<file path="src/rtl/ssrp_pkg.sv">
`default_nettype none
package ssrp_pkg;

  localparam logic [7:0] HdrByte     = 8'hFF;
  localparam logic [7:0] MinLen      = 8'd2;
  localparam logic [7:0] MinPayload  = 8'd3;
  localparam logic [7:0] MaxLenReset = 8'd16;

  typedef enum logic [1:0] {
    KIND_START   = 2'd0,
    KIND_BYTE    = 2'd1,
    KIND_TIMEOUT = 2'd2
  } kind_e;

  typedef enum logic [2:0] {
    PH_IDLE = 3'd0,
    PH_HDR1 = 3'd1,
    PH_HDR2 = 3'd2,
    PH_ID   = 3'd3,
    PH_LEN  = 3'd4,
    PH_BODY = 3'd5
  } phase_e;

  typedef struct packed {
    logic [1:0] kind;
    logic [7:0] expected_id;
    logic [7:0] rx_byte;
  } ssrp_in_t;

  typedef struct packed {
    logic        reply_ok;
    logic [15:0] position;
  } ssrp_out_t;

endpackage
`default_nettype wire

</file>
<file path="src/rtl/servo_status_reply_parser_core.sv">
// A result, made by the item that ends it, is registered into the result or the skid register.
// Throughput: one item per cycle unless stalled; the parse state updates in the accepting cycle.
// A two-entry output buffer (result register plus skid register) lets input flow while a result
// is stalled; input stalls only when both entries hold results.
// Reset: asynchronous, active low; parser idle with no query armed, max length 16, buffer empty.
`default_nettype none
module servo_status_reply_parser_core
  import ssrp_pkg::*;
(
  input  wire logic      clk_i,
  input  wire logic      rst_ni,
  input  wire logic      cfg_we_i,
  input  wire logic [7:0] cfg_wdata_i,
  input  wire logic      in_valid_i,
  output logic           in_stall_o,
  input  wire ssrp_in_t  in_data_i,
  output logic           out_valid_o,
  input  wire logic      out_stall_i,
  output ssrp_out_t      out_data_o
);

  logic [7:0]  max_len_q;
  phase_e      phase_q, phase_d;
  logic [7:0]  want_id_q, want_id_d;
  logic [7:0]  got_id_q, got_id_d;
  logic [7:0]  frame_len_q, frame_len_d;
  logic [7:0]  pay_cnt_q, pay_cnt_d;
  logic [7:0]  sum_q, sum_d;
  logic [7:0]  err_q, err_d;
  logic [15:0] pos_q, pos_d;

  logic        out_valid_q, skid_valid_q;
  ssrp_out_t   out_q, skid_q;

  logic        in_acc;
  logic        out_take;
  logic        res_v;
  ssrp_out_t   res;
  logic        is_start, is_byte, is_timeout;
  logic        len_bad;
  logic        body_more;
  logic        res_ok;
  logic [7:0]  b;

  assign in_stall_o  = skid_valid_q;
  assign in_acc      = in_valid_i & ~in_stall_o;
  assign out_valid_o = out_valid_q;
  assign out_data_o  = out_q;
  assign out_take    = out_valid_q & ~out_stall_i;

  assign b          = in_data_i.rx_byte;
  assign is_start   = (in_data_i.kind == KIND_START);
  assign is_byte    = (in_data_i.kind == KIND_BYTE);
  assign is_timeout = (in_data_i.kind == KIND_TIMEOUT);
  assign len_bad    = (b < MinLen) || (b > max_len_q);
  assign body_more  = (({1'b0, pay_cnt_q} + 9'd1) < {1'b0, frame_len_q});
  assign res_ok     = (got_id_q == want_id_q) && (~sum_q == b) &&
                      (pay_cnt_q >= MinPayload) && (err_q == 8'd0);

  always_comb begin
    phase_d = phase_q;
    if (in_acc) begin
      if (is_start) begin
        phase_d = PH_HDR1;
      end else if (is_timeout) begin
        phase_d = PH_IDLE;
      end else if (is_byte) begin
        unique case (phase_q)
          PH_IDLE: phase_d = PH_IDLE;
          PH_HDR1: phase_d = (b == HdrByte) ? PH_HDR2 : PH_HDR1;
          PH_HDR2: phase_d = (b == HdrByte) ? PH_ID : PH_HDR1;
          PH_ID:   phase_d = PH_LEN;
          PH_LEN:  phase_d = len_bad ? PH_HDR1 : PH_BODY;
          PH_BODY: phase_d = body_more ? PH_BODY : PH_IDLE;
          default: phase_d = PH_IDLE;
        endcase
      end
    end
  end

  always_comb begin
    want_id_d   = want_id_q;
    got_id_d    = got_id_q;
    frame_len_d = frame_len_q;
    pay_cnt_d   = pay_cnt_q;
    sum_d       = sum_q;
    err_d       = err_q;
    pos_d       = pos_q;
    res_v       = 1'b0;
    res         = '0;
    if (in_acc) begin
      if (is_start) begin
        want_id_d   = in_data_i.expected_id;
        got_id_d    = 8'd0;
        frame_len_d = 8'd0;
        pay_cnt_d   = 8'd0;
        sum_d       = 8'd0;
        err_d       = 8'd0;
        pos_d       = 16'd0;
      end else if (is_timeout) begin
        res_v = (phase_q != PH_IDLE);
      end else if (is_byte) begin
        unique case (phase_q)
          PH_ID: begin
            got_id_d = b;
            sum_d    = b;
          end
          PH_LEN: begin
            frame_len_d = b;
            if (!len_bad) begin
              sum_d     = sum_q + b;
              pay_cnt_d = 8'd0;
              err_d     = 8'd0;
              pos_d     = 16'd0;
            end
          end
          PH_BODY: begin
            if (body_more) begin
              if (pay_cnt_q == 8'd0) begin
                err_d = b;
              end else if (pay_cnt_q == 8'd1) begin
                pos_d = {b, pos_q[7:0]};
              end else if (pay_cnt_q == 8'd2) begin
                pos_d = {pos_q[15:8], b};
              end
              pay_cnt_d = pay_cnt_q + 8'd1;
              sum_d     = sum_q + b;
            end else begin
              res_v          = 1'b1;
              res.reply_ok   = res_ok;
              res.position   = res_ok ? pos_q : 16'd0;
            end
          end
          default: begin
          end
        endcase
      end
    end
  end

  always_ff @(posedge clk_i or negedge rst_ni) begin
    if (!rst_ni) begin
      max_len_q   <= MaxLenReset;
      phase_q     <= PH_IDLE;
      want_id_q   <= 8'd0;
      got_id_q    <= 8'd0;
      frame_len_q <= 8'd0;
      pay_cnt_q   <= 8'd0;
      sum_q       <= 8'd0;
      err_q       <= 8'd0;
      pos_q       <= 16'd0;
    end else begin
      if (cfg_we_i) begin
        max_len_q <= cfg_wdata_i;
      end
      phase_q     <= phase_d;
      want_id_q   <= want_id_d;
      got_id_q    <= got_id_d;
      frame_len_q <= frame_len_d;
      pay_cnt_q   <= pay_cnt_d;
      sum_q       <= sum_d;
      err_q       <= err_d;
      pos_q       <= pos_d;
    end
  end

  always_ff @(posedge clk_i or negedge rst_ni) begin
    if (!rst_ni) begin
      out_valid_q  <= 1'b0;
      skid_valid_q <= 1'b0;
    end else if (skid_valid_q) begin
      if (out_take) begin
        skid_valid_q <= 1'b0;
      end
    end else if (out_valid_q && !out_take) begin
      skid_valid_q <= res_v;
    end else begin
      out_valid_q <= res_v;
    end
  end

  always_ff @(posedge clk_i) begin
    if (skid_valid_q) begin
      if (out_take) begin
        out_q <= skid_q;
      end
    end else if (out_valid_q && !out_take) begin
      if (res_v) begin
        skid_q <= res;
      end
    end else if (res_v) begin
      out_q <= res;
    end
  end

  a_skid_needs_out: assert property (@(posedge clk_i) disable iff (!rst_ni)
    skid_valid_q |-> out_valid_q)
    else $error("skid entry held without an output entry");

  a_fail_has_zero_pos: assert property (@(posedge clk_i) disable iff (!rst_ni)
    (out_valid_q && !out_q.reply_ok) |-> (out_q.position == 16'd0))
    else $error("failed reply carries a nonzero position");

  a_result_goes_idle: assert property (@(posedge clk_i) disable iff (!rst_ni)
    res_v |=> (phase_q == PH_IDLE))
    else $error("parser still armed after a result");

  a_armed_timeout_result: assert property (@(posedge clk_i) disable iff (!rst_ni)
    (in_acc && is_timeout && phase_q != PH_IDLE) |=> out_valid_q)
    else $error("timeout on an armed query lost its result");

endmodule
`default_nettype wire

</file>
<file path="config.mk">
export PLATFORM = sky130hd
export DESIGN_NAME = servo_status_reply_parser_core
export DESIGN_NICKNAME = d
export VERILOG_FILES = /design/src/rtl/ssrp_pkg.sv /design/src/rtl/servo_status_reply_parser_core.sv
export SDC_FILE = /design/constraint.sdc
export NUM_CORES = 1
export LEC_CHECK = 0
export ABC_AREA = 0
export ABC_CLOCK_PERIOD_IN_PS = 4800
export BUFFER_PORTS_ARGS = -buffer_cell sky130_fd_sc_hd__buf_2
export CAP_MARGIN = 20
export CORE_UTILIZATION = 50
export CTS_BUF_LIST = sky130_fd_sc_hd__clkbuf_8
export CTS_CLUSTER_SIZE = 28
export DETAILED_ROUTE_END_ITERATION = 16
export PLACE_DENSITY = 0.69
export SLEW_MARGIN = 10
export SYNTH_ARGS = -nofsm -noshare
export SYNTH_HDL_FRONTEND = slang
export SYNTH_SLANG_ARGS = --single-unit
</file>
<file path="constraint.sdc">
create_clock -name clk_i -period 4.8 [get_ports clk_i]
set_clock_uncertainty 0.05 [all_clocks]
set_input_delay 0.48 -clock clk_i [delete_from_list [all_inputs] [get_ports clk_i]]
set_output_delay 0.48 -clock clk_i [all_outputs]
set_load 0.01 [all_outputs]
</file>
# Word level (Yosys, flattened, before mapping)
# Index checks and enable logic that the tools add are counted.
totals:
  register_bits: 111
  inputBits: 31
  word_cells: 143
classes:
  n_addsub: 3
  magnitude_cmp: 4
  eq_ne: 22
  mux: 63
  bitwise_logic: 6
  reduce_logical: 29
ops:
  columns: ["op", "count"]
  rows:
  - ["$mux W8", 24]
  - ["$mux W17", 10]
  - ["$mux W16", 8]
  - ["$pmux W16 S2", 1]
  - ["$pmux W8 S2", 2]
  - ["$pmux W8 S3", 1]
  - ["$ne A3 B3 Y1 const B", 7]
  - ["$eq A8 B8 Y1", 2]
  - ["$logic_not A8 Y1", 2]
  - ["$mux W3", 5]
  - ["$pmux W3 S5", 1]
  - ["$reduce_and A6 Y1", 2]
  - ["$add A8 B1 Y9 const B", 1]
  - ["$lt A9 B8 Y1", 1]
  - ["$mux W1", 9]
  - ["$reduce_and A9 Y1", 1]
  - ["$reduce_bool A3 Y1", 3]
  - ["$add A8 B1 Y8 const B", 1]
  - ["$add A8 B8 Y8", 1]
  - ["$eq A8 B1 Y1 const B", 1]
  - ["$eq A8 B2 Y1 const B", 1]
  - ["$eq A8 B8 Y1 const B", 1]
  - ["$ge A8 B2 Y1 const B", 1]
  - ["$gt A8 B8 Y1", 1]
  - ["other kinds (23)", 40]

# Depth between registers and ports, before layout
# Gate-level depths: netlist of the first run.
depth:
  depth_word: 15
  ltp_mapped: 12
  depth_no_buf: 10

# Worst setup path after synthesis of the first run
# Ideal clock, no wire load.
synth_timing:
  kind: "flip-flop to flip-flop"
  startpoint: "reg pay_cnt_q[2]"
  endpoint: "reg out_q, in the netlist out_data_o[0] (enable)"
  setup_time_ns: 0.417
  arrival_ns: 3.080
  t_required_ns: 4.333
  path_slack_ns: 1.253
  stages_incl_launch_ff: 11
  n_path_buf: 0
  synth_period_minus_slack_ns: 3.547
  path_cell_list: "dfrtp_1 > and4_4 > nand4_1 > xnor2_1 > ha_1 > nand4_1 > nor2_1 > o31ai_1 > a21oi_1 > o21bai_1 > a21boi_0"
synth_via:
  elab_chain_cells: 10
synth_rtl:
  columns: ["item", "line_no", "text"]
  rows:
  - ["from (decl)", "servo_status_reply_parser_core.sv:27", "logic [7:0] pay_cnt_q, pay_cnt_d;"]
  - ["from (signal assigned)", "servo_status_reply_parser_core.sv:160", "pay_cnt_q <= pay_cnt_d;"]
  - ["$add A8 B1 Y9", "servo_status_reply_parser_core.sv:56", "assign body_more = (({1'b0, pay_cnt_q} + 9'd1) < {1'b0, frame_len_q});"]
  - ["$lt A9 B8 Y1", "servo_status_reply_parser_core.sv:56", null]
  - ["$mux W1", "servo_status_reply_parser_core.sv:118", "if (body_more) begin"]
  - ["$mux W1", "servo_status_reply_parser_core.sv:103", "unique case (phase_q)"]
  - ["$mux W1", "servo_status_reply_parser_core.sv:102", "end else if (is_byte) begin"]
  - ["$mux W1", "servo_status_reply_parser_core.sv:100", "end else if (is_timeout) begin"]
  - ["$mux W1", "servo_status_reply_parser_core.sv:92", "if (is_start) begin"]
  - ["$mux W1", "servo_status_reply_parser_core.sv:91", "if (in_acc) begin"]
  - ["$reduce_bool A2 Y1 (no source line)", null, null]
  - ["$reduce_and A3 Y1 (no source line)", null, null]
  - ["to (signal assigned)", "servo_status_reply_parser_core.sv:185", "out_q <= skid_q;"]
  - ["to (signal assigned)", "servo_status_reply_parser_core.sv:192", "out_q <= res;"]
  - ["to (decl)", "servo_status_reply_parser_core.sv:33", "ssrp_out_t out_q, skid_q;"]
# Every way passes these cells.
# A chain may end at the register's enable or synchronous reset.

# Final worst setup path of the first run
layout_timing:
  startpoint: "reg pay_cnt_q[0]"
  endpoint: "reg out_q, in the netlist out_data_o[11], data pin"
layout_via:
  elab_chain_cells: 13
  elab_cells_between_ends: 15
layout_rtl:
  columns: ["item", "line_no", "text"]
  rows:
  - ["branches (longest 4 deep; another with $add A8 B1 Y9)", null, null]
  - ["$mux W17 *", "servo_status_reply_parser_core.sv:118", null]
  - ["$mux W17 *", "servo_status_reply_parser_core.sv:103", null]
  - ["$mux W17 *", "servo_status_reply_parser_core.sv:102", null]
  - ["$mux W17 *", "servo_status_reply_parser_core.sv:100", null]
  - ["$mux W17 *", "servo_status_reply_parser_core.sv:92", null]
  - ["$mux W17 *", "servo_status_reply_parser_core.sv:91", null]
  - ["$mux W17 *", "servo_status_reply_parser_core.sv:191", "end else if (res_v) begin"]
  - ["$mux W17 *", "servo_status_reply_parser_core.sv:187", "end else if (out_valid_q && !out_take) begin"]
  - ["$mux W17 *", "servo_status_reply_parser_core.sv:183", "if (skid_valid_q) begin"]
# Mark *: on every way between the ends. The select of a mux whose other input is x is not followed.

==> impl_metrics.env, run 1 <==
export IMPL_relSlewSlack_pct=33.4
export IMPL_clkSlewWorstSetupHoldPaths_ns=0.10
export IMPL_post_cts_resized=0
export IMPL_worstPathRequired_ns=4.89
export IMPL_period_share_pct=71.0
export IMPL_synth_seq_area_share_pct=49.8
export IMPL_avgViaCountPerCell=5.48
export IMPL_grt_total_usage_pct=20.6
export IMPL_drtIter0Drc=235
export IMPL_overflow=0
export IMPL_tns_ns=0
export IMPL_pwr_share_clk_pct=24.1
export IMPL_crit_family="simple AND/OR/NAND/NOR gates"
export IMPL_rows=39
export IMPL_p_sw_mw=0.661
export IMPL_fmax_mhz=294
export IMPL_max_stage_delay_ns=0.52
export IMPL_cts_buffers=9
export IMPL_yosysMostFrequentCell="nand2_1"
export IMPL_clock_latency_ns=0.39
export IMPL_final_cell_area_um2=6460
export IMPL_synth_cell_area_um2=5920
export IMPL_cpMaxStageDelayCell="dfrtp_1"
export IMPL_p_leak_nw=2.92
export IMPL_maxCapViolations=0
export IMPL_grt_pass1_wl_mm=19.9
export IMPL_drive_gt1_share_pct=16.5
export IMPL_setup_viol=0
export IMPL_antenna_left=0
export IMPL_worstSetupEndpointType="flop"
export IMPL_vdd_drop_max_v=0.000226
export IMPL_synth_edf_count=34
export IMPL_ctsRootBufferMaster="clkbuf_8"
export IMPL_dp_hpwl_mm=8.71
export IMPL_ys_top_cells_by_area="dfrtp_1 32%, edfxtp_1 17%, mux2i_1 5.8%, ha_1 5.7%, nand2_1 5.0%"
export IMPL_worstSetupStartpointType="flop"
export IMPL_drtPass1Iterations=5
export IMPL_core_area_um2=11500
export IMPL_sequentialPowerShare_pct=53.7
export IMPL_grt_pass1_vias=4029
export IMPL_vias=4102
export IMPL_clk_path_buf_depth=2
export IMPL_cts_hold_buf=0
export IMPL_yosysTopAreaCell="dfrtp_1"
export IMPL_p_total_mw=2.23
export IMPL_placedInstanceArea_um2=6280
export IMPL_avgSynthCellArea_um2=10.6
export IMPL_worst_pin_slew_ns=0.999
export IMPL_yosysTopAreaCellShare_pct=32.1
export IMPL_min_path_type="input pin to asynchronous set/reset pin"
export IMPL_antenna_found_initial=0
export IMPL_start_util_pct=51.6
export IMPL_cts_sinks=111
export IMPL_cp_cell_sequence="ha_1 > nand2_1 > xnor2_1 > ha_1 > o21ai_0 > nor2_1 > nor3_1 > nand2_1 > and3_1 > a22o_1"
export IMPL_syn_num_nets=615
export IMPL_dieWidth_um=111
export IMPL_power_density_nw_per_um2=345
export IMPL_antenna_cells=0
export IMPL_postCtsSetupBuffers=0
export IMPL_final_hold_viol_count=0
export IMPL_sw_frac_of_total_pct=29.6
export IMPL_gp_congestion=0.858
export IMPL_rsz0062_at_grt="no"
export IMPL_ys_ff_latch=111
export IMPL_crit_arrival_ns=3.49
export IMPL_syn_inst=556
export IMPL_dieArea_um2=12300
export IMPL_hold_ws_ns=0.194
export IMPL_pin_count=50
export IMPL_grt_max_degree=78
export IMPL_fp_dieH_um=111
export IMPL_cts_max_level=3
export IMPL_min_period_ns=3.41
export IMPL_critPathBufInv=0
export IMPL_nets=659
export IMPL_synth_commonest_cells="79 x nand2_1, 76 x dfrtp_1, 53 x inv_1"
export IMPL_status="finished, final reports clean"
export IMPL_criticalPathCategory="flop to flop"
export IMPL_areaGrowthSynthToFinish_pct=9.18
export IMPL_wl_per_cell_um=15.9
export IMPL_portBuffers=49
export IMPL_route_detailed_drc=0
export IMPL_yosys_warnings=0
export IMPL_tritoncts="done"
export IMPL_synth_distinct_cells=57
export IMPL_crit_path_max_fanout=34
export IMPL_p_int_mw=1.57
export IMPL_ys_flop_type="dfrtp_1"
export IMPL_routed_wirelength_mm=11.9
export IMPL_drv_slew=0
export IMPL_power_frac_comb_pct=22.2
export IMPL_ys_async_sr_fraction_pct=69.4
[layer usage]
layer | global-route usage [%] | vias to the layer above | part of all wire (%)
li1 | - | 2024 | -
met1 | 26.4 | 1962 | 45
met2 | 33.6 | 98 | 48
met3 | 4.05 | 18 | 4.6
met4 | 9.60 | 0 | 1.9
met5 | 0 | - | 0
[metrics by stage]
step | util [%] | worst slack, ns | instances
final | 56.3 | 1.39 | 748
after global routing | 56.3 | 1.08 | 748
after CTS | 56.3 | 1.42 | 748
after detailed placement | 54.7 | 1.30 | 732
after global placement | 54.7 | 1.30 | 732
after floorplan | - | 1.25 | 556
[registers in the layout, summed over array words and instances, names as in the netlist]
signal	flops
err_q	8
frame_len_q	8
got_id_q	8
in_stall_o	1
max_len_q	8
out_data_o	17
out_valid_o	1
pay_cnt_q	8
phase_q	3
pos_q	16
skid_q	17
sum_q	8
want_id_q	8
[layout by cell type (no fill, tap or decap), drive strengths merged, types with 3 or more instances in the layout]
| master | count |
|---|---|
| a211oi | 3 |
| a21o | 4 |
| a21oi | 13 |
| a22o | 18 |
| a31oi | 7 |
| and2 | 18 |
| and3 | 4 |
| buf | 52 |
| clkbuf | 9 |
| dfrtp | 76 |
| edfxtp | 34 |
| ha | 27 |
| inv | 56 |
| mux2 | 22 |
| mux2i | 34 |
| nand2 | 79 |
| nand2b | 6 |
| nand3 | 8 |
| nand3b | 4 |
| nand4 | 10 |
| nor2 | 20 |
| nor2b | 3 |
| nor3 | 5 |
| nor4 | 5 |
| o21ai | 36 |
| o31ai | 4 |
| xnor2 | 11 |
| xor2 | 8 |
[area by class of cell]
type | count | area (µm²)
clock buffer | 9 | 124
clock inverter | 7 | 58.8
fill | 985 | 5010
inverter | 53 | 199
multi-input combinational | 373 | 2680
sequential | 111 | 2950
tap | 143 | 179
timing repair buffer | 52 | 270
[worst register-to-register path: cells and delay by family, from the launching register on]
family	cells	cell delay, ns
xor+xnor	1	0.21
compound gates	2	0.50
fa+ha+maj	2	0.60
simple gates	5	1.27
flops	1	0.52
[kinds of logic (layout without fill, tap and decap cells)]
kind of cell | after synthesis | count (layout) | share of synthesized area, %
AO/OA/AOI/OAI | 98 | 98 | 11.0
XOR/XNOR | 19 | 19 | 2.81
adder cells (fa/ha/maj) | 28 | 28 | 6.05
buffers and inverters | 72 | 121 | 4.86
flip-flops | 111 | 111 | 49.8
multiplexers | 56 | 56 | 10.1
AND/OR/NAND/NOR | 172 | 172 | 15.4
[power by group through the flow]
stage / registers (mW) / clock network (mW) / logic [mW]
2_1_floorplan: 1.19 / 0 / 0.374
3_3_place_gp: 1.21 / 0 / 0.480
3_5_place_dp: 1.22 / 0 / 0.495
4_1_cts: 1.20 / 0.554 / 0.498
5_1_grt: 1.21 / 0.590 / 0.561
6_report: 1.20 / 0.539 / 0.495
[path summary, 6_finish.rpt]
path	startpoint	slack (ns)	end	depth (start not counted)
min	rst_ni	0.19	pos_q[12]	1
min reg2reg	frame_len_q[0]	0.44	frame_len_q[0]	2
max	pay_cnt_q[0]	1.39	out_data_o[11]	10
max in group asynchronous	rst_ni	3.87	pos_q[3]	1
min in group clk_i	cfg_wdata_i[1]	0.25	max_len_q[1]	3
max reg2reg	pay_cnt_q[0]	1.39	out_data_o[11]	10
(Power assumes the default switching activity.)
==> run 2, diff against run 1 <==
--- a/config.mk
+++ b/config.mk
@@ -6,14 +6,14 @@
 export NUM_CORES = 1
 export LEC_CHECK = 0
 export ABC_AREA = 0
-export ABC_CLOCK_PERIOD_IN_PS = 4800
+export ABC_CLOCK_PERIOD_IN_PS = 2900
 export BUFFER_PORTS_ARGS = -buffer_cell sky130_fd_sc_hd__buf_2
 export CAP_MARGIN = 20
 export CORE_UTILIZATION = 50
 export CTS_BUF_LIST = sky130_fd_sc_hd__clkbuf_8
 export CTS_CLUSTER_SIZE = 28
 export DETAILED_ROUTE_END_ITERATION = 16
-export PLACE_DENSITY = 0.69
+export PLACE_DENSITY = 0.71
 export SLEW_MARGIN = 10
 export SYNTH_ARGS = -nofsm -noshare
 export SYNTH_HDL_FRONTEND = slang
==> constraint.sdc (replaced) <==
create_clock -name clk_i -period 2.9 [get_ports clk_i]
set_clock_uncertainty 0.05 [all_clocks]
set_input_delay 0.29 -clock clk_i [delete_from_list [all_inputs] [get_ports clk_i]]
set_output_delay 0.29 -clock clk_i [all_outputs]
set_load 0.01 [all_outputs]
==> impl_metrics.env, run 2 (synthesis gave the netlist of run 1 again) <==
export IMPL_final_hold_viol_count=0
export IMPL_cp_cell_sequence="buf_6 > nand4_1 > xnor2_2 > ha_1 > a211oi_2 > nor2_2 > or3_4 > o21ai_4 > and3_1 > mux2_1"
export IMPL_period_share_pct=99.6
export IMPL_grt_pass1_vias=4348
export IMPL_start_util_pct=51.6
export IMPL_timing_rr_start="pay_cnt_q[0]"
export IMPL_relSlewSlack_pct=54.2
export IMPL_power_density_nw_per_um2=556
export IMPL_cpMaxStageDelayCell="dfrtp_2"
export IMPL_cts_buffers=9
export IMPL_worstPathRequired_ns=3.13
export IMPL_critPathBufInv=1
export IMPL_dp_hpwl_mm=9.10
export IMPL_dieWidth_um=111
export IMPL_wl_per_cell_um=16.1
export IMPL_crit_arrival_ns=3.12
export IMPL_clkSlewWorstSetupHoldPaths_ns=0.10
export IMPL_min_path_type="input pin to flop"
export IMPL_min_period_ns=2.89
export IMPL_criticalPathCategory="flop to flop"
export IMPL_antenna_cells=0
export IMPL_antenna_left=0
export IMPL_hp_start="cfg_wdata_i[7]"
export IMPL_top_layer="met4"
export IMPL_grt_total_usage_pct=22.2
export IMPL_met1_length_mm=5.45
export IMPL_route_detailed_drc=0
export IMPL_layout_commonest_cell="nand2_1"
export IMPL_portBuffers=49
export IMPL_gp_congestion=0.854
export IMPL_worstSetupEndpointType="flop"
export IMPL_areaGrowthSynthToFinish_pct=16.9
export IMPL_fp_dieH_um=111
export IMPL_worst_pin_slew_ns=0.686
export IMPL_drv_slew=0
export IMPL_setup_viol=0
export IMPL_grt_pass1_wl_mm=21.3
export IMPL_route_met2_wl_mm=6.24
export IMPL_cts_sinks=111
export IMPL_antenna_found_initial=0
export IMPL_crit_family="simple AND/OR/NAND/NOR gates"
export IMPL_tritoncts="done"
export IMPL_placedInstanceArea_um2=6510
export IMPL_clock_latency_ns=0.40
export IMPL_core_area_um2=11500
export IMPL_mostFrequentLayoutCells="79 x nand2_1, 75 x dfrtp_1, 53 x inv_1"
export IMPL_met3_length_um=569
export IMPL_vdd_drop_max_v=0.000388
export IMPL_hold_ws_ns=0.0492
export IMPL_nets=695
export IMPL_rsz0062_at_grt="yes"
export IMPL_drive_gt1_share_pct=23.4
export IMPL_final_cell_area_um2=6910
export IMPL_pin_count=50
export IMPL_status="finished, final reports clean"
export IMPL_clk_path_buf_depth=2
export IMPL_overflow=0
export IMPL_dieArea_um2=12300
export IMPL_drtPass1Iterations=4
export IMPL_fmax_mhz=346
export IMPL_crit_path_max_fanout=4
export IMPL_grt_max_degree=78
export IMPL_rows=39
export IMPL_ctsRootBufferMaster="clkbuf_8"
export IMPL_vias=4341
export IMPL_p_leak_nw=3.14
export IMPL_drtIter0Drc=251
export IMPL_nFillCells=970
export IMPL_max_stage_delay_ns=0.44
export IMPL_cp_startpoint="pay_cnt_q[0]"
export IMPL_maxCapViolations=0
export IMPL_worstSetupStartpointType="flop"
export IMPL_avgViaCountPerCell=5.54
export IMPL_routed_wirelength_mm=12.6
export IMPL_tns_ns=0
export IMPL_cts_max_level=3
## run 2: metrics by stage
step	util (%)	power [mW]	std cells	setup slack (ns)
after floorplan	-	2.59	556	0.0889
after global placement	56.8	2.84	759	-0.0767
after detailed placement	56.8	2.88	759	-0.211
after CTS	59.2	3.85	777	0.0350
after global routing	60.3	4.07	784	-0.109
final	60.3	3.85	784	0.0127
## run 2: cell type report
cell class	count	area (µm²)	area share [%]
clock buffers	9	124	1.79
clock inverters	7	71.3	1.03
inverters	53	199	2.88
multi-input cells	373	2760	40.0
flip-flops and latches	111	2950	42.7
well taps	143	179	2.59
repair buffers	88	628	9.08
## run 2: path summary, 6_finish.rpt
| kind | to | slack, ns | cells past startpoint |
|---|---|---|---|
| setup / recovery | sum_q[7] | 0.01 | 10 |
| hold / removal | max_len_q[7] | 0.05 | 3 |
| setup reg to reg | sum_q[7] | 0.01 | 10 |
| hold reg to reg | frame_len_q[0] | 0.45 | 2 |
| max in group asynchronous | pay_cnt_q[0] | 1.87 | 3 |
| min in group asynchronous | sum_q[3] | 0.33 | 2 |
## run 2: report_power, final
part	switching (mW)	total, mW	leakage (nW)	internal, mW
Clock	0.547	0.950	0.104	0.403
Sequential	0.133	1.96	1.28	1.83
Combinational	0.490	0.936	1.76	0.447
Total	1.17	3.85	3.14	2.68
## run 2: routing by layer
layer  track usage [%]  vias to the layer above
li1                  -                     2107
met1              27.9                     2104
met2              36.7                      101
met3              4.37                       29
met4              10.8                        0
met5                 0                        -
## run 2: what timing repair did
item | in CTS | in global routing
buffers inserted | 3 | 5
pin swaps | 7 | 9
endpoints found under the setup margin | 96 | 106
gates resized for setup | 13 | 8
cloned | 0 | 0
hold endpoints to repair | 0 | 35
hold buffers | 0 | 1
## run 2: worst register-to-register path, cell delays in order (launching register included)
cell	delay (ns)
dfrtp_2	0.44
buf_6	0.14
nand4_1	0.17
xnor2_2	0.22
ha_1	0.29
a211oi_2	0.21
nor2_2	0.08
or3_4	0.36
o21ai_4	0.26
and3_1	0.23
mux2_1	0.32
